### src/rtl/mono_glyph_span_extract_unit_defines.svh
// Assertion macros used by the span extractor back end.
`ifndef MONO_GLYPH_SPAN_EXTRACT_UNIT_DEFINES_SVH
`define MONO_GLYPH_SPAN_EXTRACT_UNIT_DEFINES_SVH

// Check a property on every rising clock edge outside reset.
`define MGSE_ASSERT(lbl, prop, msg) \
   lbl: assert property (@(posedge clock) disable iff (reset) prop) else $error(msg);

// Check that a condition never holds outside reset.
`define MGSE_NEVER(lbl, cond, msg) \
   lbl: assert property (@(posedge clock) disable iff (reset) !(cond)) else $error(msg);

`endif

### src/rtl/mgse_pkg.sv
// Types and constants shared by the glyph span extractor modules.
package mgse_pkg;

   localparam int ROW_BITS_W = 64;
   localparam int WIDTH_W    = 7;
   localparam int INDEX_W    = 16;
   localparam int COORD_W    = 16;
   localparam int X0_W       = 17;
   localparam int SPAN_W     = 18;
   localparam int LEN_W      = 7;
   localparam int PAIRS_W    = 7;

   // One classified row waiting for the scanner
   typedef struct packed {
      logic [ROW_BITS_W-1:0] bits;
      logic [PAIRS_W-1:0]    npairs;
      logic [X0_W-1:0]       x0;
      logic [SPAN_W-1:0]     y;
   } row_entry_type;

   // Handshake between queue and scanner
   typedef struct packed {
      logic valid;
      logic pop;
   } queue_ctl_type;

endpackage

### src/rtl/mgse_front.sv
// Front end: accept a request, clip the row to its width and form the coordinates.
module mgse_front import mgse_pkg::*; #(
   parameter int RowW = 64
) (
   input  logic                        req_valid,
   input  logic [ROW_BITS_W-1:0]       req_row_bits,
   input  logic [WIDTH_W-1:0]          req_glyph_width,
   input  logic [INDEX_W-1:0]          req_row_index,
   input  logic signed [COORD_W-1:0]   req_pen_x,
   input  logic signed [COORD_W-1:0]   req_pen_y,
   input  logic signed [COORD_W-1:0]   req_bearing_x,
   input  logic signed [COORD_W-1:0]   req_bearing_y,
   input  logic                        q_full,
   output logic                        req_stall,
   output logic                        push,
   output row_entry_type               push_ent
);

   logic [WIDTH_W-1:0]    w_sat;
   logic [ROW_BITS_W-1:0] keep_mask;

   // Saturate the width and blank pixels beyond it
   always_comb begin
      if (req_glyph_width > WIDTH_W'(RowW)) begin
         w_sat = WIDTH_W'(RowW);
      end else begin
         w_sat = req_glyph_width;
      end
      keep_mask = ~({ROW_BITS_W{1'b1}} >> w_sat);
   end

   // Build the queue entry
   always_comb begin
      push_ent.bits   = req_row_bits & keep_mask;
      push_ent.npairs = PAIRS_W'(w_sat[WIDTH_W-1:1]) + PAIRS_W'(1);
      push_ent.x0     = X0_W'(req_pen_x) - X0_W'(req_bearing_x);
      push_ent.y      = SPAN_W'(req_pen_y) - SPAN_W'(req_bearing_y)
                        + {2'b00, req_row_index};
   end

   assign req_stall = q_full;
   assign push      = req_valid & ~q_full;

endmodule

### src/rtl/mgse_queue.sv
// Two-entry queue between the front end and the scanner.
module mgse_queue import mgse_pkg::*; (
   input  logic          clock,
   input  logic          reset,
   input  logic          push,
   input  row_entry_type push_ent,
   output logic          full,
   input  queue_ctl_type ctl_in,
   output queue_ctl_type ctl_out,
   output row_entry_type head_ent
);

   row_entry_type slot_ff [2];
   logic          wr_ptr_ff, wr_ptr_in;
   logic          rd_ptr_ff, rd_ptr_in;
   logic [1:0]    count_ff, count_in;
   logic          pop;

   assign pop  = ctl_in.pop & (count_ff != 2'd0);
   assign full = (count_ff == 2'd2);

   // Advance pointers and count
   always_comb begin
      wr_ptr_in = wr_ptr_ff ^ push;
      rd_ptr_in = rd_ptr_ff ^ pop;
      count_in  = count_ff + {1'b0, push} - {1'b0, pop};
   end

   always_ff @(posedge clock) begin
      if (reset) begin
         wr_ptr_ff <= 1'b0;
         rd_ptr_ff <= 1'b0;
         count_ff  <= 2'd0;
      end else begin
         wr_ptr_ff <= wr_ptr_in;
         rd_ptr_ff <= rd_ptr_in;
         count_ff  <= count_in;
      end
   end

   // Store the pushed request
   always_ff @(posedge clock) begin
      if (push) begin
         slot_ff[wr_ptr_ff] <= push_ent;
      end
   end

   always_comb begin
      ctl_out.valid = (count_ff != 2'd0);
      ctl_out.pop   = pop;
      head_ent      = slot_ff[rd_ptr_ff];
   end

endmodule

### src/rtl/mgse_back.sv
// Back end: scan two pixels a cycle unless stalled; emit spans.
`include "mono_glyph_span_extract_unit_defines.svh"
module mgse_back import mgse_pkg::*; #(
   parameter int RowW = 64
) (
   input  logic                      clock,
   input  logic                      reset,
   input  queue_ctl_type             q_ctl,
   input  row_entry_type             q_ent,
   output queue_ctl_type             q_req,
   output logic                      rsp_valid,
   input  logic                      rsp_stall,
   output logic signed [SPAN_W-1:0]  rsp_span_x,
   output logic signed [SPAN_W-1:0]  rsp_span_y,
   output logic [LEN_W-1:0]          rsp_span_len,
   output logic                      rsp_last_span
);

   localparam int WinW = RowW + 2;
   localparam int PosW = $clog2(RowW + 2);

   // Scanner state
   logic                busy_ff, busy_in;
   logic [WinW-1:0]     bits_ff, bits_in;
   logic [PosW-1:0]     pos_ff, pos_in;
   logic                run_on_ff, run_on_in;
   logic [PosW-1:0]     run_start_ff, run_start_in;
   logic [PAIRS_W-1:0]  pairs_ff, pairs_in;
   logic [X0_W-1:0]     x0_ff, x0_in;
   logic [SPAN_W-1:0]   y_ff, y_in;

   // Pending span, held until it is known whether it is the last
   logic                pend_v_ff, pend_v_in;
   logic [SPAN_W-1:0]   pend_x_ff, pend_x_in;
   logic [LEN_W-1:0]    pend_len_ff, pend_len_in;

   // Result register
   logic                rsp_valid_ff, rsp_valid_in;
   logic [SPAN_W-1:0]   rsp_x_ff, rsp_x_in;
   logic [SPAN_W-1:0]   rsp_y_ff, rsp_y_in;
   logic [LEN_W-1:0]    rsp_len_ff, rsp_len_in;
   logic                rsp_last_ff, rsp_last_in;

   logic                b0, b1, end0, end1, end_now;
   logic [PosW-1:0]     pos_inc, end_start, end_pos;
   logic                out_free, adv, move, load;

   // Classify the current pixel pair
   always_comb begin
      b0        = bits_ff[WinW-1];
      b1        = bits_ff[WinW-2];
      pos_inc   = pos_ff + PosW'(1);
      end0      = run_on_ff & ~b0;
      end1      = b0 & ~b1;
      end_now   = busy_ff & (end0 | end1);
      end_start = run_on_ff ? run_start_ff : pos_ff;
      end_pos   = end0 ? pos_ff : pos_inc;
   end

   // Hand-off decisions
   always_comb begin
      out_free = ~rsp_valid_ff | ~rsp_stall;
      adv      = busy_ff & ~(end_now & pend_v_ff & ~out_free);
      move     = pend_v_ff & out_free & ((adv & end_now) | ~busy_ff);
      load     = ~busy_ff & ~pend_v_ff & q_ctl.valid;
      q_req.valid = 1'b0;
      q_req.pop   = load;
   end

   // Advance the scanner
   always_comb begin
      busy_in      = busy_ff;
      bits_in      = bits_ff;
      pos_in       = pos_ff;
      run_on_in    = run_on_ff;
      run_start_in = run_start_ff;
      pairs_in     = pairs_ff;
      x0_in        = x0_ff;
      y_in         = y_ff;
      if (load) begin
         busy_in      = 1'b1;
         bits_in      = {q_ent.bits[ROW_BITS_W-1 -: RowW], 2'b00};
         pos_in       = '0;
         run_on_in    = 1'b0;
         run_start_in = '0;
         pairs_in     = q_ent.npairs;
         x0_in        = q_ent.x0;
         y_in         = q_ent.y;
      end else if (adv) begin
         bits_in      = bits_ff << 2;
         pos_in       = pos_ff + PosW'(2);
         run_on_in    = b1;
         run_start_in = b0 ? end_start : pos_inc;
         pairs_in     = pairs_ff - PAIRS_W'(1);
         if (pairs_ff == PAIRS_W'(1)) begin
            busy_in = 1'b0;
         end
      end
   end

   // Update the pending span
   always_comb begin
      pend_v_in   = pend_v_ff;
      pend_x_in   = pend_x_ff;
      pend_len_in = pend_len_ff;
      if (adv && end_now) begin
         pend_v_in   = 1'b1;
         pend_x_in   = SPAN_W'(signed'(x0_ff)) + SPAN_W'(end_start);
         pend_len_in = LEN_W'(end_pos - end_start);
      end else if (move) begin
         pend_v_in = 1'b0;
      end
   end

   // Load or hold the result register
   always_comb begin
      rsp_valid_in = rsp_valid_ff & rsp_stall;
      rsp_x_in     = rsp_x_ff;
      rsp_y_in     = rsp_y_ff;
      rsp_len_in   = rsp_len_ff;
      rsp_last_in  = rsp_last_ff;
      if (move) begin
         rsp_valid_in = 1'b1;
         rsp_x_in     = pend_x_ff;
         rsp_y_in     = y_ff;
         rsp_len_in   = pend_len_ff;
         rsp_last_in  = ~busy_ff;
      end
   end

   always_ff @(posedge clock) begin
      if (reset) begin
         busy_ff      <= 1'b0;
         pend_v_ff    <= 1'b0;
         rsp_valid_ff <= 1'b0;
      end else begin
         busy_ff      <= busy_in;
         pend_v_ff    <= pend_v_in;
         rsp_valid_ff <= rsp_valid_in;
      end
   end

   always_ff @(posedge clock) begin
      bits_ff      <= bits_in;
      pos_ff       <= pos_in;
      run_on_ff    <= run_on_in;
      run_start_ff <= run_start_in;
      pairs_ff     <= pairs_in;
      x0_ff        <= x0_in;
      y_ff         <= y_in;
      pend_x_ff    <= pend_x_in;
      pend_len_ff  <= pend_len_in;
      rsp_x_ff     <= rsp_x_in;
      rsp_y_ff     <= rsp_y_in;
      rsp_len_ff   <= rsp_len_in;
      rsp_last_ff  <= rsp_last_in;
   end

   assign rsp_valid     = rsp_valid_ff;
   assign rsp_span_x    = signed'(rsp_x_ff);
   assign rsp_span_y    = signed'(rsp_y_ff);
   assign rsp_span_len  = rsp_len_ff;
   assign rsp_last_span = rsp_last_ff;

   // Scanner and span checks
   `MGSE_ASSERT(a_busy_pairs, busy_ff |-> pairs_ff != '0, "scanner busy with no pairs left")
   `MGSE_ASSERT(a_len_nonzero, rsp_valid_ff |-> rsp_len_ff != '0, "span of zero length")
   `MGSE_ASSERT(a_last_drains, (move && !busy_ff) |=> !pend_v_ff, "final span not drained")
   `MGSE_ASSERT(a_pend_hold, (end_now && pend_v_ff && !out_free) |=> pend_v_ff && $stable(pend_x_ff), "pending span lost while blocked")
   `MGSE_NEVER(a_load_busy, load && (busy_ff || pend_v_ff), "row loaded over unfinished work")

endmodule

### src/rtl/mono_glyph_span_extract_unit.sv
// Top level of the 1bpp glyph row span extractor.
// One request carries one glyph row; it yields one response per run of set pixels within
// the row's width, left to right, with the final one flagged, and none for an empty row.
// The scanner walks the row two pixels a cycle, covering floor(W/2)+1 pixel pairs for
// a row of width W (33 for a full 64-pixel row); a row is first loaded from the queue
// and, when it has any span, its last span is then handed to the response register; spans
// leave at most one a cycle, and the scanner pauses only while a finished span waits
// behind a stalled response.
// A two-entry request queue lets the next rows be taken while a row is being scanned.
module mono_glyph_span_extract_unit import mgse_pkg::*; #(
   parameter int MAX_ROW_WIDTH = 64
) (
   input  logic                      clock,
   input  logic                      reset,
   input  logic                      req_valid,
   output logic                      req_stall,
   input  logic [ROW_BITS_W-1:0]     req_row_bits,
   input  logic [WIDTH_W-1:0]        req_glyph_width,
   input  logic [INDEX_W-1:0]        req_row_index,
   input  logic signed [COORD_W-1:0] req_pen_x,
   input  logic signed [COORD_W-1:0] req_pen_y,
   input  logic signed [COORD_W-1:0] req_bearing_x,
   input  logic signed [COORD_W-1:0] req_bearing_y,
   output logic                      rsp_valid,
   input  logic                      rsp_stall,
   output logic signed [SPAN_W-1:0]  rsp_span_x,
   output logic signed [SPAN_W-1:0]  rsp_span_y,
   output logic [LEN_W-1:0]          rsp_span_len,
   output logic                      rsp_last_span
);

   logic          push;
   logic          q_full;
   row_entry_type push_ent;
   row_entry_type head_ent;
   queue_ctl_type q_status;
   queue_ctl_type q_pop_req;

   // Classify incoming rows
   mgse_front #(.RowW(MAX_ROW_WIDTH)) u_front (
      .req_valid       (req_valid),
      .req_row_bits    (req_row_bits),
      .req_glyph_width (req_glyph_width),
      .req_row_index   (req_row_index),
      .req_pen_x       (req_pen_x),
      .req_pen_y       (req_pen_y),
      .req_bearing_x   (req_bearing_x),
      .req_bearing_y   (req_bearing_y),
      .q_full          (q_full),
      .req_stall       (req_stall),
      .push            (push),
      .push_ent        (push_ent)
   );

   // Buffer rows between the two halves
   mgse_queue u_queue (
      .clock    (clock),
      .reset    (reset),
      .push     (push),
      .push_ent (push_ent),
      .full     (q_full),
      .ctl_in   (q_pop_req),
      .ctl_out  (q_status),
      .head_ent (head_ent)
   );

   // Scan rows into spans
   mgse_back #(.RowW(MAX_ROW_WIDTH)) u_back (
      .clock         (clock),
      .reset         (reset),
      .q_ctl         (q_status),
      .q_ent         (head_ent),
      .q_req         (q_pop_req),
      .rsp_valid     (rsp_valid),
      .rsp_stall     (rsp_stall),
      .rsp_span_x    (rsp_span_x),
      .rsp_span_y    (rsp_span_y),
      .rsp_span_len  (rsp_span_len),
      .rsp_last_span (rsp_last_span)
   );

endmodule
### config.mk
export PLATFORM = sky130hd
export DESIGN_NAME = mono_glyph_span_extract_unit
export DESIGN_NICKNAME = d
export VERILOG_FILES = /design/src/rtl/mgse_pkg.sv /design/src/rtl/mgse_front.sv /design/src/rtl/mgse_queue.sv /design/src/rtl/mgse_back.sv /design/src/rtl/mono_glyph_span_extract_unit.sv
export VERILOG_INCLUDE_DIRS = /design/src /design/src/rtl
export SDC_FILE = /design/constraint.sdc
export NUM_CORES = 1
export LEC_CHECK = 0
export ABC_AREA = 1
export ABC_CLOCK_PERIOD_IN_PS = 3800
export BUFFER_PORTS_ARGS = -buffer_cell sky130_fd_sc_hd__buf_2
export CAP_MARGIN = 25
export CORE_UTILIZATION = 51
export DETAILED_ROUTE_END_ITERATION = 6
export PLACE_DENSITY_LB_ADDON = 0.12
export SYNTH_ARGS = -nofsm -noshare
export SYNTH_HDL_FRONTEND = slang
export SYNTH_SLANG_ARGS = --single-unit
### constraint.sdc
create_clock -name clock -period 3.8 [get_ports clock]
set_input_delay 0.19 -clock clock [delete_from_list [all_inputs] [get_ports clock]]
set_output_delay 0.19 -clock clock [all_outputs]
set_load 0.01 [all_outputs]
[Word-level counts from Yosys, hierarchy flattened]
Memories as Yosys holds them, arrays and structs flattened. A register that Yosys moved wholly into a read port is not among the register bits.
Cells that the tools add are included.
Widths: inputs -> output; s select.
Word-level totals
  register bits after elaboration: 197
  RAM bits: 212
  bits of input ports: 155
  output and inout port bits: 46
  memories: 1
Operators by class
  add/sub/neg operators: 11
  $lt $le $gt $ge: 1
  equality and inequality tests: 2
  shift-type cells: 1
  multiplexer cells: 17
  bitwise operators: 30
  reduce and logical (&&, ||, !) cells: 6
Memories
  u_queue.slot_ff: words 2, bits a word 106, read ports 1, clocked after Yosys merged registers in 1, write ports 1, RTL line mgse_queue.sv:13  | row_entry_type slot_ff [2];
Operators with widths (count)
  $mux 66: 2
  $and 64x64->64: 1
  $not 64->64: 1
  $shr 64x7->64 const A: 1
  $mux 7: 6
  $sub 16x16->17: 2
  $add 17x8->18: 1
  $add 18x16->18: 1
  $and 1x1->1: 14
  $mux 1: 9
  $not 1->1: 9
  $reduce_bool 2->1: 4
  $add 6x1->7 const B: 1
  $add 7x1->7 const B: 1
  $add 7x2->7 const B: 1
  $eq 7x1->1 const B: 1
  $gt 7x7->1 const B: 1
  $sub 7x1->7 const B: 1
  $sub 7x7->7: 1
  $or 1x1->1: 3
  $add 2x1->2: 1
  $eq 2x2->1 const B: 1
  $reduce_and 2->1: 1
  $sub 2x1->2: 1
  other kinds (2): 3

[Logic depth before layout (Yosys ltp)]
Gate-level depths: netlist (run 1).
  depth after elaboration: 13
  depth in mapped cells: 24

[By module]
Synthesis (run 1) repeated with hierarchy kept, for this count alone.
Unflattened totals
  cell total of the unflattened synthesis: 1752
  area total of the unflattened synthesis: 19568.8 µm²
Modules (own cells, without submodules)
  mgse_back: times used 1, cells each 758, area each 8176.6 µm²
  mgse_queue: times used 1, cells each 364, area each 7947.6 µm²
  mgse_front: times used 1, cells each 630, area each 3444.6 µm²

[Worst setup path before layout (run 1)]
Ideal clock, no wire load.
  kind: register -> register
  from: register u_queue.count_ff[1]
  to: memory u_queue.slot_ff[1][0] in the netlist's numbering, enable pin
  library setup time: 478 ps
  data arrival time: 3124 ps
  required time: 3322 ps
  path slack: 198 ps
  cell stages (with the launch flop): 5
  clock period less this slack: 3602 ps
  cell sequence: dfxtp_1 -> inv_1 -> nor2_1 -> nor2_1 -> ha_1
Between the ends
  longest elaborated chain between the ends: 5
RTL lines
  start, declared: RTL line mgse_queue.sv:16  | logic [1:0] count_ff, count_in;
  start signal, assigned: RTL line mgse_queue.sv:37  | count_ff <= count_in;
  $eq 2x2->1: RTL line mgse_queue.sv:20  | assign full = (count_ff == 2'd2);
  via req_stall: RTL line mono_glyph_span_extract_unit.sv:16  | output logic req_stall,
  $not 1->1: RTL line mgse_front.sv:42  | assign push = req_valid & ~q_full;
  $and 1x1->1: RTL line mgse_front.sv:42
  $mux 1: RTL line mgse_queue.sv:43  | if (push) begin
  $mux 1 (not written as such): RTL line mgse_queue.sv:44  | slot_ff[wr_ptr_ff] <= push_ent;
  end, declared: RTL line mgse_queue.sv:13
The timed path passes the listed nets, and every way through them passes these cells.

[Final worst setup path (run 1)]
  from: register u_back.run_on_ff
  to: register u_back.pend_x_ff[14], data pin
Between the ends
  longest elaborated chain between the ends: 2
RTL lines
  start, declared: RTL line mgse_back.sv:26  | logic run_on_ff, run_on_in;
  start signal, assigned: RTL line mgse_back.sv:146  | run_on_ff <= run_on_in;
  $mux 7: RTL line mgse_back.sv:56  | end_start = run_on_ff ? run_start_ff : pos_ff;
  $add 17x8->18: RTL line mgse_back.sv:108  | pend_x_in = SPAN_W'(signed'(x0_ff)) + SPAN_W'(end_start);
  end signal, assigned: RTL line mgse_back.sv:151  | pend_x_ff <= pend_x_in;
  end, declared: RTL line mgse_back.sv:34  | logic [SPAN_W-1:0] pend_x_ff, pend_x_in;
No other way between the ends.
A chain may end at the register's enable or synchronous reset.

==> results of run 1 <==
[final cells by class]
class / instances / area share (%)
Sequential cell: 408 / 54.6
Multi-Input combinational cell: 1155 / 27.5
Timing Repair Buffer: 240 / 6.43
Clock buffer: 58 / 5.33
Inverter: 170 / 2.90
Tap cell: 468 / 2.65
Clock inverter: 19 / 0.573
[stage by stage]
step,cells,power [mW],util [%],setup slack (ns)
after floorplan,1781,10.9,-,0.198
after global placement,2415,12.1,56.1,0.729
after detailed placement,2415,12.2,56.1,0.695
after CTS,2516,16.2,60.3,0.817
after global routing,2518,17.1,60.4,0.603
final,2518,16.1,60.4,0.764
[state kept, by name, indices dropped and copies added (netlist names), 6 cells and up]
register / count
u_back.y_ff: 18
u_back.run_start_ff: 7
u_back.x0_ff: 17
u_back.rsp_span_len: 7
u_back.pend_len_ff: 7
u_back.pend_x_ff: 18
u_back.bits_ff: 64
u_queue.slot_ff: 212
u_back.pos_ff: 6
u_back.rsp_span_x: 18
u_back.rsp_span_y: 18
u_back.pairs_ff: 7
[worst reg2reg max path, stage by stage, from the launching register on]
cell and delay, ns:
sky130_fd_sc_hd__dfxtp_1 0.52, sky130_fd_sc_hd__inv_1 0.19, sky130_fd_sc_hd__or2_2 0.32, sky130_fd_sc_hd__o21ai_0 0.24, sky130_fd_sc_hd__inv_1 0.10, sky130_fd_sc_hd__ha_1 0.39, sky130_fd_sc_hd__nand2_1 0.10, sky130_fd_sc_hd__o21ai_0 0.43
sky130_fd_sc_hd__nand2_1 0.09, sky130_fd_sc_hd__nand2_1 0.17, sky130_fd_sc_hd__nand3_1 0.11, sky130_fd_sc_hd__xnor2_1 0.13
[worst max path at each step]
| stage | start | endpoint | slack [ns] | cells past startpoint |
|---|---|---|---|---|
| global route | u_back.run_on_ff | u_back.pend_x_ff[14] | 0.60 | 11 |
| finish | u_back.run_on_ff | u_back.pend_x_ff[14] | 0.76 | 11 |
| floorplan | u_queue.count_ff[1] | u_queue.slot_ff[1][0] | 0.20 | 4 |
| global placement | req_pen_y[0] | u_queue.slot_ff[0][17] | 0.73 | 22 |
| detailed placement | req_pen_y[0] | u_queue.slot_ff[0][17] | 0.69 | 22 |
| CTS | u_back.run_on_ff | u_back.pend_x_ff[14] | 0.82 | 11 |
[metal layers]
layer / GRT usage (%) / vias up / wire length [µm]
met4: 7.82 / 0 / 1160
li1: - / 6568 / -
met5: 0 / - / 0
met2: 36.7 / 367 / 20100
met3: 3.26 / 76 / 2030
met1: 29.7 / 6211 / 18200
[what timing repair did]
action                    in CTS  in global routing
resized for setup              0                  0
hold buffers                  24                  0
hold endpoints to repair      51                  0
[kinds of logic after synthesis]
kind of cell / count (synthesis) / synth area share (%)
fa+ha+maj: 76 / 5.22
flops: 408 / 63.6
xor+xnor: 57 / 2.64
other cells: 1 / 0.0198
simple gates: 765 / 16.1
compound gates: 255 / 7.97
buf+inv: 218 / 4.46
[power by group through the flow]
stage                     logic (mW)  clock network [mW]  registers [mW]
final                           4.79                3.88            7.41
after global routing            5.42                4.12            7.54
after CTS                       4.79                3.97            7.42
after detailed placement        4.75                   0            7.50
after global placement          4.67                   0            7.47
after floorplan                 3.42                   0            7.43
[layout by cell type (no fill, tap or decap), drive strengths merged, types with 4 or more instances in the layout]
master         n
edfxtp       387
xor2          43
dfxtp         21
nor3          14
clkinv        14
nor2         155
o21ai         53
xnor2         14
o211ai         4
a31oi         68
a21boi        17
or2            8
nand3         59
buf          216
nand2        515
inv          170
clkbuf        58
a21oi         87
o21a          13
clkinvlp       4
ha            71
dlygate4sd3   24
fa             5
nand4          5
==> out/qor.txt, run 1 <==
Die area: 0.0379 mm²
Number of vias in the routed layout: 13222
Port buffer count: 200
Slowest-stage cell, CP: sky130_fd_sc_hd__dfxtp_1
Most instantiated cells after synthesis: sky130_fd_sc_hd__nand2_1, sky130_fd_sc_hd__edfxtp_1, sky130_fd_sc_hd__inv_1, sky130_fd_sc_hd__nor2_1, sky130_fd_sc_hd__a21oi_1
WP buf/inv: 2
Clock skew after layout: 0.0147 ns
First-pass GRT wire length: 65700 µm
Number of instances in the synthesized netlist: 1780
Largest fanout of any net on the critical path: 11
Remaining DRCs: 0
CTS Buf Count: 43
Final critical-path required period: 3.04 ns
Final cycle utilization of the critical path: 79.9%
Delay of the slowest critical-path stage: 0.52 ns
Synthesis warning total: 0
Final hold violation count: 0
Routability-driven placement congestion ratio: 0.945
Router iterations before antenna repair: 5
Number of global-route vias before repair: 12723
Horizontal die dimension: 195 µm
Number of rows created at floorplan: 70
Net switching share of the total power: 33.4%
Flip-flop and latch count after synthesis: 408
Drt total wl: 41500 µm
Number of buffers on the longest clock path: 3
Post-CTS setup buffer count: 0
Relative area change from synthesis to final layout: 16.6%
Maximum number of pins on one net before global-route repair: 179
CTS H-Tree Depth: 2
Ratio of cells with drive above 1 in the final layout: 14.7%
Placeable Area: 0.0365 mm²
Run status: finished, final reports clean
Comb power frac: 29.8%
Largest area contributor in the netlist: sky130_fd_sc_hd__edfxtp_1
Fraction of power consumed by the clock network: 24.2%
Transition time at the pin with the least slew margin: 0.869 ns
Post-synth EDFFs: 387
Peak VDD IR: 0.651 mV
Total power density per cell area: 729 mW/mm²
R2r setup slk: 0.76 ns
Global route overflow: 0
WHS Endpoint: u_queue.slot_ff[1][78]
Maximum capacitance violations: 0
TritonCTS Sinks: 408
Switching power: 5.38 mW
Setup repair after global routing missed its margin: false
Initial Util: 51.8%
Number of antenna diodes: 0
Post-synthesis sequential area ratio: 63.6%
Number of antenna violations at the first check in global routing: 0
Total Nets Final: 2249
FMAX: 329 MHz
Area used by multi-input combinational logic: 0.00607 mm²
Most instantiated library cell after synthesis: sky130_fd_sc_hd__nand2_1
Hold Worst Slack: 0.0304 ns
Final max-slew violation count: 0
Max_slew headroom: 42.0%
Average footprint of a synthesized cell: 10.6 µm²
CTS tree: built
Number of cells traversed by the worst register-to-register path: 11
Data required time of the worst path: 4.10 ns
Cell type group with the largest total delay on the critical path: simple AND/OR/NAND/NOR gates
Final antenna-violating net count: 0
Placed wire-length estimate: 28500 µm
FFs w/ async S/R, synth: 0%
Endpoint kind of the worst setup timing path: flop
Netlist area before placement: 0.0189 mm²
Yosys top cell area share: 61.4%
Summed negative setup slack over all endpoints: 0 ns
Top-Level Pins: 201
Internal portion of total power: 10.7 mW
Sequential cell area: 0.0120 mm²
Leakage Power: 9.24 nW
Number of library cell types mapped by synthesis: 42
Final-layout fill cell count: 3031
Reg-to-reg startpoint: u_back.run_on_ff
Number of instances on the worst hold path: 3
Via/cell ratio: 5.25
Area post-placement: 0.0205 mm²
Hold wc startpoint: req_row_bits[36]
Root Buffer Master: sky130_fd_sc_hd__clkbuf_16
Post-route standard cell area excluding fillers: 0.0221 mm²
Synth area leaders: sky130_fd_sc_hd__edfxtp_1, sky130_fd_sc_hd__nand2_1, sky130_fd_sc_hd__ha_1
Number of setup violations in the final report: 0
Global-route usage over all layers: 22.1%
Crit Path Class: reg2reg
Average detailed-routed wire length per instance: 16.5 µm
Worst-path cell chain: inv_1, or2_2, o21ai_0, inv_1, ha_1, nand2_1, o21ai_0, nand2_1, nand2_1, nand3_1, xnor2_1
WP data arrival: 3.33 ns
Leading register cell type out of synthesis: sky130_fd_sc_hd__edfxtp_1
Worst Setup Start Kind: flop
Clock insertion delay at the later pin of the skew report: 0.55 ns
Clock slew seen by the registers of the worst setup and hold paths: 0.06 ns
Library cell appearing most often on the critical path: sky130_fd_sc_hd__nand2_1
Die Span Y: 195 µm
Part of the power in registers: 46.1%
Worst min-delay path class: in2reg
Number of design-rule violations left by the first detailed-router iteration: 739
Capture instance of the worst register-to-register path: u_back.pend_x_ff[14]
(Power assumes the default switching activity.)
==> inputs of run 2 (changes only) <==
ABC_CLOCK_PERIOD_IN_PS = 2900   (was 3800)
clock period = 2.9 ns   (was 3.8 ns; I/O delays follow)
==> run 2 against run 1 <==
Compared with the run above:
- count of clock-buffer cells in the layout is 6 lower
- via count is 2.2% higher
- total power is 33% higher
- highest routed layer unchanged
- critical endpoint is now u_back.pend_x_ff[16]
- clock power is 37% higher
==> out/qor.txt, run 2 (synthesis gave the netlist of run 1 again) <==
Run status: finished, final reports clean (unchanged)
Peak VDD IR: 0.719 mV (was 0.651 mV)
Filler-free cell count of the finished design: 2576 (was 2518)
Global route overflow: 0 (unchanged)
Ratio of cells with drive above 1 in the final layout: 15.4% (was 14.7%)
Final max-slew violation count: 0 (unchanged)
Total Nets Final: 2306 (was 2249)
Endpoint kind of the worst setup timing path: flop (unchanged)
Clock skew after layout: 0.0231 ns (was 0.0147 ns)
Setup repair after global routing missed its margin: false (unchanged)
CTS tree: built (unchanged)
Crit Path Class: reg2reg (unchanged)
Max_slew headroom: 42.0% (about the same)
First-pass GRT wire length: 66300 µm (was 65700 µm)
Fraction of power consumed by the clock network: 24.9% (was 24.2%)
CTS Buf Count: 43 (unchanged)
Commonest cells after routing, fill and taps aside: sky130_fd_sc_hd__nand2_1, sky130_fd_sc_hd__edfxtp_1, sky130_fd_sc_hd__buf_2 (unchanged)
Clock slew seen by the registers of the worst setup and hold paths: 0.06 ns (about the same)
Switching power: 7.06 mW (was 5.38 mW)
Top-Level Pins: 201 (unchanged)
Transition time at the pin with the least slew margin: 0.871 ns (was 0.869 ns)
Average detailed-routed wire length per instance: 16.1 µm (was 16.5 µm)
Worst min-delay path class: in2reg (unchanged)
Final hold violation count: 0 (unchanged)
Part of the power in registers: 45.0% (was 46.1%)
CTS H-Tree Depth: 2 (unchanged)
Register name with the most flops: u_queue.slot_ff (unchanged)
Routability-driven placement congestion ratio: 0.939 (was 0.945)
Number of design-rule violations left by the first detailed-router iteration: 800 (was 739)
Via/cell ratio: 5.25 (about the same)
Utilization after layout: 62.1% (was 60.4%)
TritonCTS Sinks: 408 (unchanged)
Initial Util: 51.8% (unchanged)
Router iterations before antenna repair: 5 (unchanged)
FMAX: 398 MHz (was 329 MHz)
Total power density per cell area: 945 mW/mm² (was 729 mW/mm²)
Number of antenna diodes: 0 (unchanged)
Final cycle utilization of the critical path: 86.5% (was 79.9%)
Data required time of the worst path: 3.21 ns (was 4.10 ns)
Leakage Power: 9.54 nW (was 9.24 nW)
Number of vias in the routed layout: 13518 (was 13222)
Power, Total: 21.4 mW (was 16.1 mW)
Maximum capacitance violations: 0 (unchanged)
Area post-placement: 0.0207 mm² (was 0.0205 mm²)
Global-route usage over all layers: 22.2% (was 22.1%)
Placeable Area: 0.0365 mm² (unchanged)
Relative area change from synthesis to final layout: 19.8% (was 16.6%)
Number of buffers on the longest clock path: 3 (unchanged)
WP data arrival: 2.82 ns (was 3.33 ns)
Number of rows created at floorplan: 70 (unchanged)
Worst Setup Start Kind: flop (unchanged)
Post-route standard cell area excluding fillers: 0.0227 mm² (was 0.0221 mm²)
Post-Place Cells: 2438 (was 2415)
Drt total wl: 41400 µm (was 41500 µm)
Number of antenna violations at the first check in global routing: 0 (unchanged)
Hold Worst Slack: 0.0204 ns (was 0.0304 ns)
Final antenna-violating net count: 0 (unchanged)
Commonest non-fill, non-tap cell in the layout: sky130_fd_sc_hd__nand2_1 (unchanged)
Clock insertion delay at the later pin of the skew report: 0.57 ns (was 0.55 ns)
Die Span Y: 195 µm (unchanged)
Maximum number of pins on one net before global-route repair: 122 (was 179)
Largest registers: u_queue.slot_ff: 212 flops, u_back.bits_ff: 64 flops (unchanged)
Die area: 0.0379 mm² (unchanged)
Root Buffer Master: sky130_fd_sc_hd__clkbuf_16 (unchanged)
Horizontal die dimension: 195 µm (unchanged)
Port buffer count: 200 (unchanged)
Remaining DRCs: 0 (unchanged)
Final critical-path required period: 2.51 ns (was 3.04 ns)
Number of global-route vias before repair: 13129 (was 12723)
Net switching share of the total power: 32.9% (was 33.4%)
Number of setup violations in the final report: 0 (unchanged)
Placed wire-length estimate: 28500 µm (about the same)
Largest fanout of any net on the critical path: 10 (was 11)
Internal portion of total power: 14.4 mW (was 10.7 mW)
Flip-flop count of the largest register, all copies and words added: 212 (unchanged)
Comb power frac: 30.1% (was 29.8%)
-- run 2: changes by cell type in the layout (fill, tap and decap cells not counted), sizes merged --
cell,before,now
dlygate4sd3,24,60
buf,216,237
clkbuf,58,52
clkinv,14,18
bufinv,1,4
clkinvlp,4,3
inv,170,171
-- run 2: power by group through the flow --
| stage | Combinational (mW) | Clock [mW] | Sequential, mW |
|---|---|---|---|
| after floorplan | 4.49 | 0 | 9.73 |
| after global placement | 6.33 | 0 | 9.71 |
| after detailed placement | 6.44 | 0 | 9.76 |
| after CTS | 6.53 | 5.45 | 9.65 |
| after global routing | 7.32 | 5.68 | 9.80 |
| final | 6.46 | 5.33 | 9.64 |
-- run 2: final timing paths --
check / start / end / slack (ns) / cells past startpoint
worst max-delay path: u_back.run_on_ff / u_back.pend_x_ff[16] / 0.39 / 9
worst min register to register: u_back.pend_len_ff[6] / u_back.rsp_span_len[6] / 0.42 / 0
worst min-delay path: req_row_bits[3] / u_queue.slot_ff[1][45] / 0.02 / 3
worst max register to register: u_back.run_on_ff / u_back.pend_x_ff[16] / 0.39 / 9
-- run 2: metal layers --
metal / GRT usage, % / vias up / share of wire [%]
met2: 38.0 / 419 / 48
met3: 3.77 / 91 / 5.3
met1: 28.9 / 6339 / 44
met4: 6.82 / 0 / 2.8
met5: 0 / - / 0
li1: - / 6669 / -
-- run 2: cell type report --
cell class / count / area [µm²]
Multi-Input combinational cell: 1155 / 6070
Clock inverter: 26 / 244
Tap cell: 468 / 586
Clock buffer: 52 / 1130
Inverter: 170 / 639
Fill cell: 2928 / 13900
Timing Repair Buffer: 297 / 1950
Sequential cell: 408 / 12000
-- run 2: repair_timing --
item	4_1_cts	5_1_grt
hold buffers	60	0
hold endpoints to repair	123	0
setup buffers	0	0
gates resized for setup	0	0
-- run 2: stage by stage --
step	TNS, ns	setup slack, ns
final	0	0.390
after global routing	0	0.145
after CTS	0	0.382
after detailed placement	-0.611	-0.118
after global placement	-0.225	-0.0493
after floorplan	-148.74	-0.702
-- run 2: critical path, stage by stage (launching register included) --
cell	delay, ns
sky130_fd_sc_hd__dfxtp_1	0.30
sky130_fd_sc_hd__buf_4	0.16
sky130_fd_sc_hd__o21ai_0	0.44
sky130_fd_sc_hd__inv_1	0.10
sky130_fd_sc_hd__ha_1	0.37
sky130_fd_sc_hd__a21o_1	0.21
sky130_fd_sc_hd__a21boi_0	0.26
sky130_fd_sc_hd__nand2_1	0.19
sky130_fd_sc_hd__nand2_1	0.14
sky130_fd_sc_hd__xnor2_1	0.07
==> inputs of run 3 (changes only) <==
CORE_ASPECT_RATIO = 1.75   (was default)
==> run 3 against run 2 <==
Compared with the run above:
- the flow now finishes with violations (design-rule violations)
- non-clock buffer count decreased by 14
- worst hold slack barely moved
- maximum frequency decreased by 0.63%
- register-to-register slack hardly changed
- critical endpoint is now u_queue.slot_ff[1][15]
- highest routed layer unchanged
==> out/qor.txt, run 3 (synthesis gave the netlist of run 1 again) <==
Final-layout fill cell count: 3076 (was 2928)
Number of setup violations in the final report: 0 (unchanged)
Clock insertion delay at the later pin of the skew report: 0.52 ns (was 0.57 ns)
Flip-flop count of the largest register, all copies and words added: 212 (unchanged)
Number of global-route vias before repair: 13500 (was 13129)
Routability-driven placement congestion ratio: 0.914 (was 0.939)
Maximum capacitance violations: 0 (unchanged)
Average detailed-routed wire length per instance: 17.3 µm (was 16.1 µm)
Horizontal die dimension: 148 µm (was 195 µm)
Hold_buf cts: 33 (was 60)
Switching power: 7.18 mW (was 7.06 mW)
Failing checks: design-rule violations
Hold Worst Slack: 0.0207 ns (was 0.0204 ns)
Number of antenna diodes: 0 (unchanged)
Router iterations before antenna repair: 7 (was 5)
FMAX: 396 MHz (was 398 MHz)
Transition time at the pin with the least slew margin: 0.765 ns (was 0.871 ns)
Clock slew seen by the registers of the worst setup and hold paths: 0.06 ns (about the same)
Largest registers: u_queue.slot_ff: 212 flops, u_back.bits_ff: 64 flops (unchanged)
Number of buffers on the longest clock path: 3 (unchanged)
Commonest cells after routing, fill and taps aside: sky130_fd_sc_hd__nand2_1, sky130_fd_sc_hd__edfxtp_1, sky130_fd_sc_hd__buf_2 (unchanged)
Worst Setup Start Kind: input port (was flop)
Root Buffer Master: sky130_fd_sc_hd__clkbuf_16 (unchanged)
Final cycle utilization of the critical path: 87.1% (was 86.5%)
Total power density per cell area: 947 mW/mm² (was 945 mW/mm²)
Drt total wl: 44300 µm (was 41400 µm)
Endpoint kind of the worst setup timing path: flop (unchanged)
Largest fanout of any net on the critical path: 4 (was 10)
Net switching share of the total power: 34.0% (was 32.9%)
Max_slew headroom: 48.8% (was 42.0%)
Commonest non-fill, non-tap cell in the layout: sky130_fd_sc_hd__nand2_1 (unchanged)
Initial Util: 51.6% (was 51.8%)
Final antenna-violating net count: 0 (unchanged)
Part of the power in registers: 45.7% (was 45.0%)
Via/cell ratio: 5.26 (was 5.25)
Number of design-rule violations left by the first detailed-router iteration: 702 (was 800)
Crit Path Class: in2reg (was reg2reg)
Number of vias in the routed layout: 13424 (was 13518)
First-pass GRT wire length: 68800 µm (was 66300 µm)
WP data arrival: 2.78 ns (was 2.82 ns)
Leakage Power: 9.38 nW (was 9.54 nW)
Power, Total: 21.1 mW (was 21.4 mW)
Peak VDD IR: 0.575 mV (was 0.719 mV)
Final critical-path required period: 2.53 ns (was 2.51 ns)
Remaining DRCs: 2 (was 0)
Top-Level Pins: 201 (unchanged)
Placeable Area: 0.0367 mm² (was 0.0365 mm²)
Placed wire-length estimate: 31600 µm (was 28500 µm)
Data required time of the worst path: 3.16 ns (was 3.21 ns)
Global-route usage over all layers: 23.8% (was 22.2%)
TritonCTS Sinks: 408 (unchanged)
Total Nets Final: 2286 (was 2306)
CTS H-Tree Depth: 2 (unchanged)
Ratio of cells with drive above 1 in the final layout: 15.7% (was 15.4%)
CTS tree: built (unchanged)
Port buffer count: 200 (unchanged)
Post-CTS setup buffer count: 0 (unchanged)
Relative area change from synthesis to final layout: 17.8% (was 19.8%)
Setup repair after global routing missed its margin: false (unchanged)
Number of rows created at floorplan: 93 (was 70)
Register name with the most flops: u_queue.slot_ff (unchanged)
Die Span Y: 257 µm (was 195 µm)
Die area: 0.0379 mm² (about the same)
Final max-slew violation count: 0 (unchanged)
Comb power frac: 32.2% (was 30.1%)
Fraction of power consumed by the clock network: 22.1% (was 24.9%)
Number of antenna violations at the first check in global routing: 0 (unchanged)
Global route overflow: 0 (unchanged)
Count of instances resized after the clock tree is built: 0 (unchanged)
Clock skew after layout: 0.0166 ns (was 0.0231 ns)
Internal portion of total power: 13.9 mW (was 14.4 mW)
Maximum number of pins on one net before global-route repair: 108 (was 122)
Worst min-delay path class: in2reg (unchanged)
CTS Buf Count: 37 (was 43)
Final hold violation count: 0 (unchanged)
Run status: finished, violations left (was finished, final reports clean)
-- run 3: changes by cell type in the layout (fill, tap and decap cells not counted), moves of 2 or more --
cell                            previous run  this run
sky130_fd_sc_hd__clkinv_2                  7         4
sky130_fd_sc_hd__buf_12                    6         8
sky130_fd_sc_hd__dlygate4sd3_1            60        33
sky130_fd_sc_hd__clkinv_1                 10         5
sky130_fd_sc_hd__clkbuf_16                44        37
sky130_fd_sc_hd__buf_4                    31        42
-- run 3: routing by layer --
| metal | vias up | global-route usage, % | share of wire, % |
|---|---|---|---|
| met2 | 394 | 46.1 | 55 |
| met1 | 6307 | 24.7 | 36 |
| li1 | 6627 | - | - |
| met5 | - | 0 | 0 |
| met3 | 96 | 2.86 | 4.7 |
| met4 | 0 | 11.5 | 4.6 |
-- run 3: cell type report --
type / instances / area (µm²) / share of cell area, %
Clock buffer: 45 / 956 / 4.29
Clock inverter: 17 / 176 / 0.791
Inverter: 170 / 639 / 2.87
Multi-Input combinational cell: 1155 / 6070 / 27.2
Sequential cell: 408 / 12000 / 54.0
Tap cell: 475 / 594 / 2.67
Timing Repair Buffer: 283 / 1810 / 8.11
-- run 3: worst max-delay path, stage by stage --
cell	delay, ns
sky130_fd_sc_hd__buf_2	0.08
sky130_fd_sc_hd__inv_1	0.03
sky130_fd_sc_hd__ha_1	0.21
sky130_fd_sc_hd__fa_1	0.39
sky130_fd_sc_hd__inv_1	0.07
sky130_fd_sc_hd__nand2_1	0.04
sky130_fd_sc_hd__nand2_1	0.08
sky130_fd_sc_hd__nand3_1	0.07
sky130_fd_sc_hd__nand2_1	0.18
sky130_fd_sc_hd__nand2_1	0.07
sky130_fd_sc_hd__nor2_1	0.13
sky130_fd_sc_hd__nor2_1	0.05
sky130_fd_sc_hd__nand2_1	0.06
sky130_fd_sc_hd__nand2_1	0.06
sky130_fd_sc_hd__ha_1	0.33
sky130_fd_sc_hd__nand2_1	0.08
sky130_fd_sc_hd__inv_1	0.07
sky130_fd_sc_hd__nand2_1	0.07
sky130_fd_sc_hd__nor3_1	0.13
sky130_fd_sc_hd__nand2_1	0.09
sky130_fd_sc_hd__a21boi_0	0.24
sky130_fd_sc_hd__nor2_1	0.10
-- run 3: per-stage QoR --
| step | setup WS [ns] | std cells | area (µm²) | TNS (ns) | utilization (%) |
|---|---|---|---|---|---|
| final | 0.374 | 2553 | 22300 | 0 | 60.8 |
| after global placement | -0.0736 | 2458 | 20800 | -0.412 | 56.8 |
| after floorplan | -0.702 | 1781 | 18900 | -148.74 | - |
| after detailed placement | -0.122 | 2458 | 20800 | -0.906 | 56.8 |
| after global routing | 0.106 | 2553 | 22300 | 0 | 60.8 |
| after CTS | 0.348 | 2553 | 22300 | 0 | 60.8 |
-- run 3: final timing paths --
check | start | end | slack (ns) | cells past startpoint
setup / recovery | req_pen_y[0] | u_queue.slot_ff[1][15] | 0.37 | 22
setup reg to reg | u_back.run_on_ff | u_back.pend_x_ff[10] | 0.38 | 9
hold / removal | req_row_bits[15] | u_queue.slot_ff[1][57] | 0.02 | 3
hold reg to reg | u_back.y_ff[11] | u_back.rsp_span_y[11] | 0.42 | 0
-- run 3: power by group through the flow --
stage                     clock, mW  sequential (mW)  combinational (mW)
final                          4.66             9.66                6.79
after global routing           4.97             9.81                7.61
after CTS                      4.78             9.67                6.91
after detailed placement          0             9.78                6.84
after global placement            0             9.73                6.69
after floorplan                   0             9.73                4.49
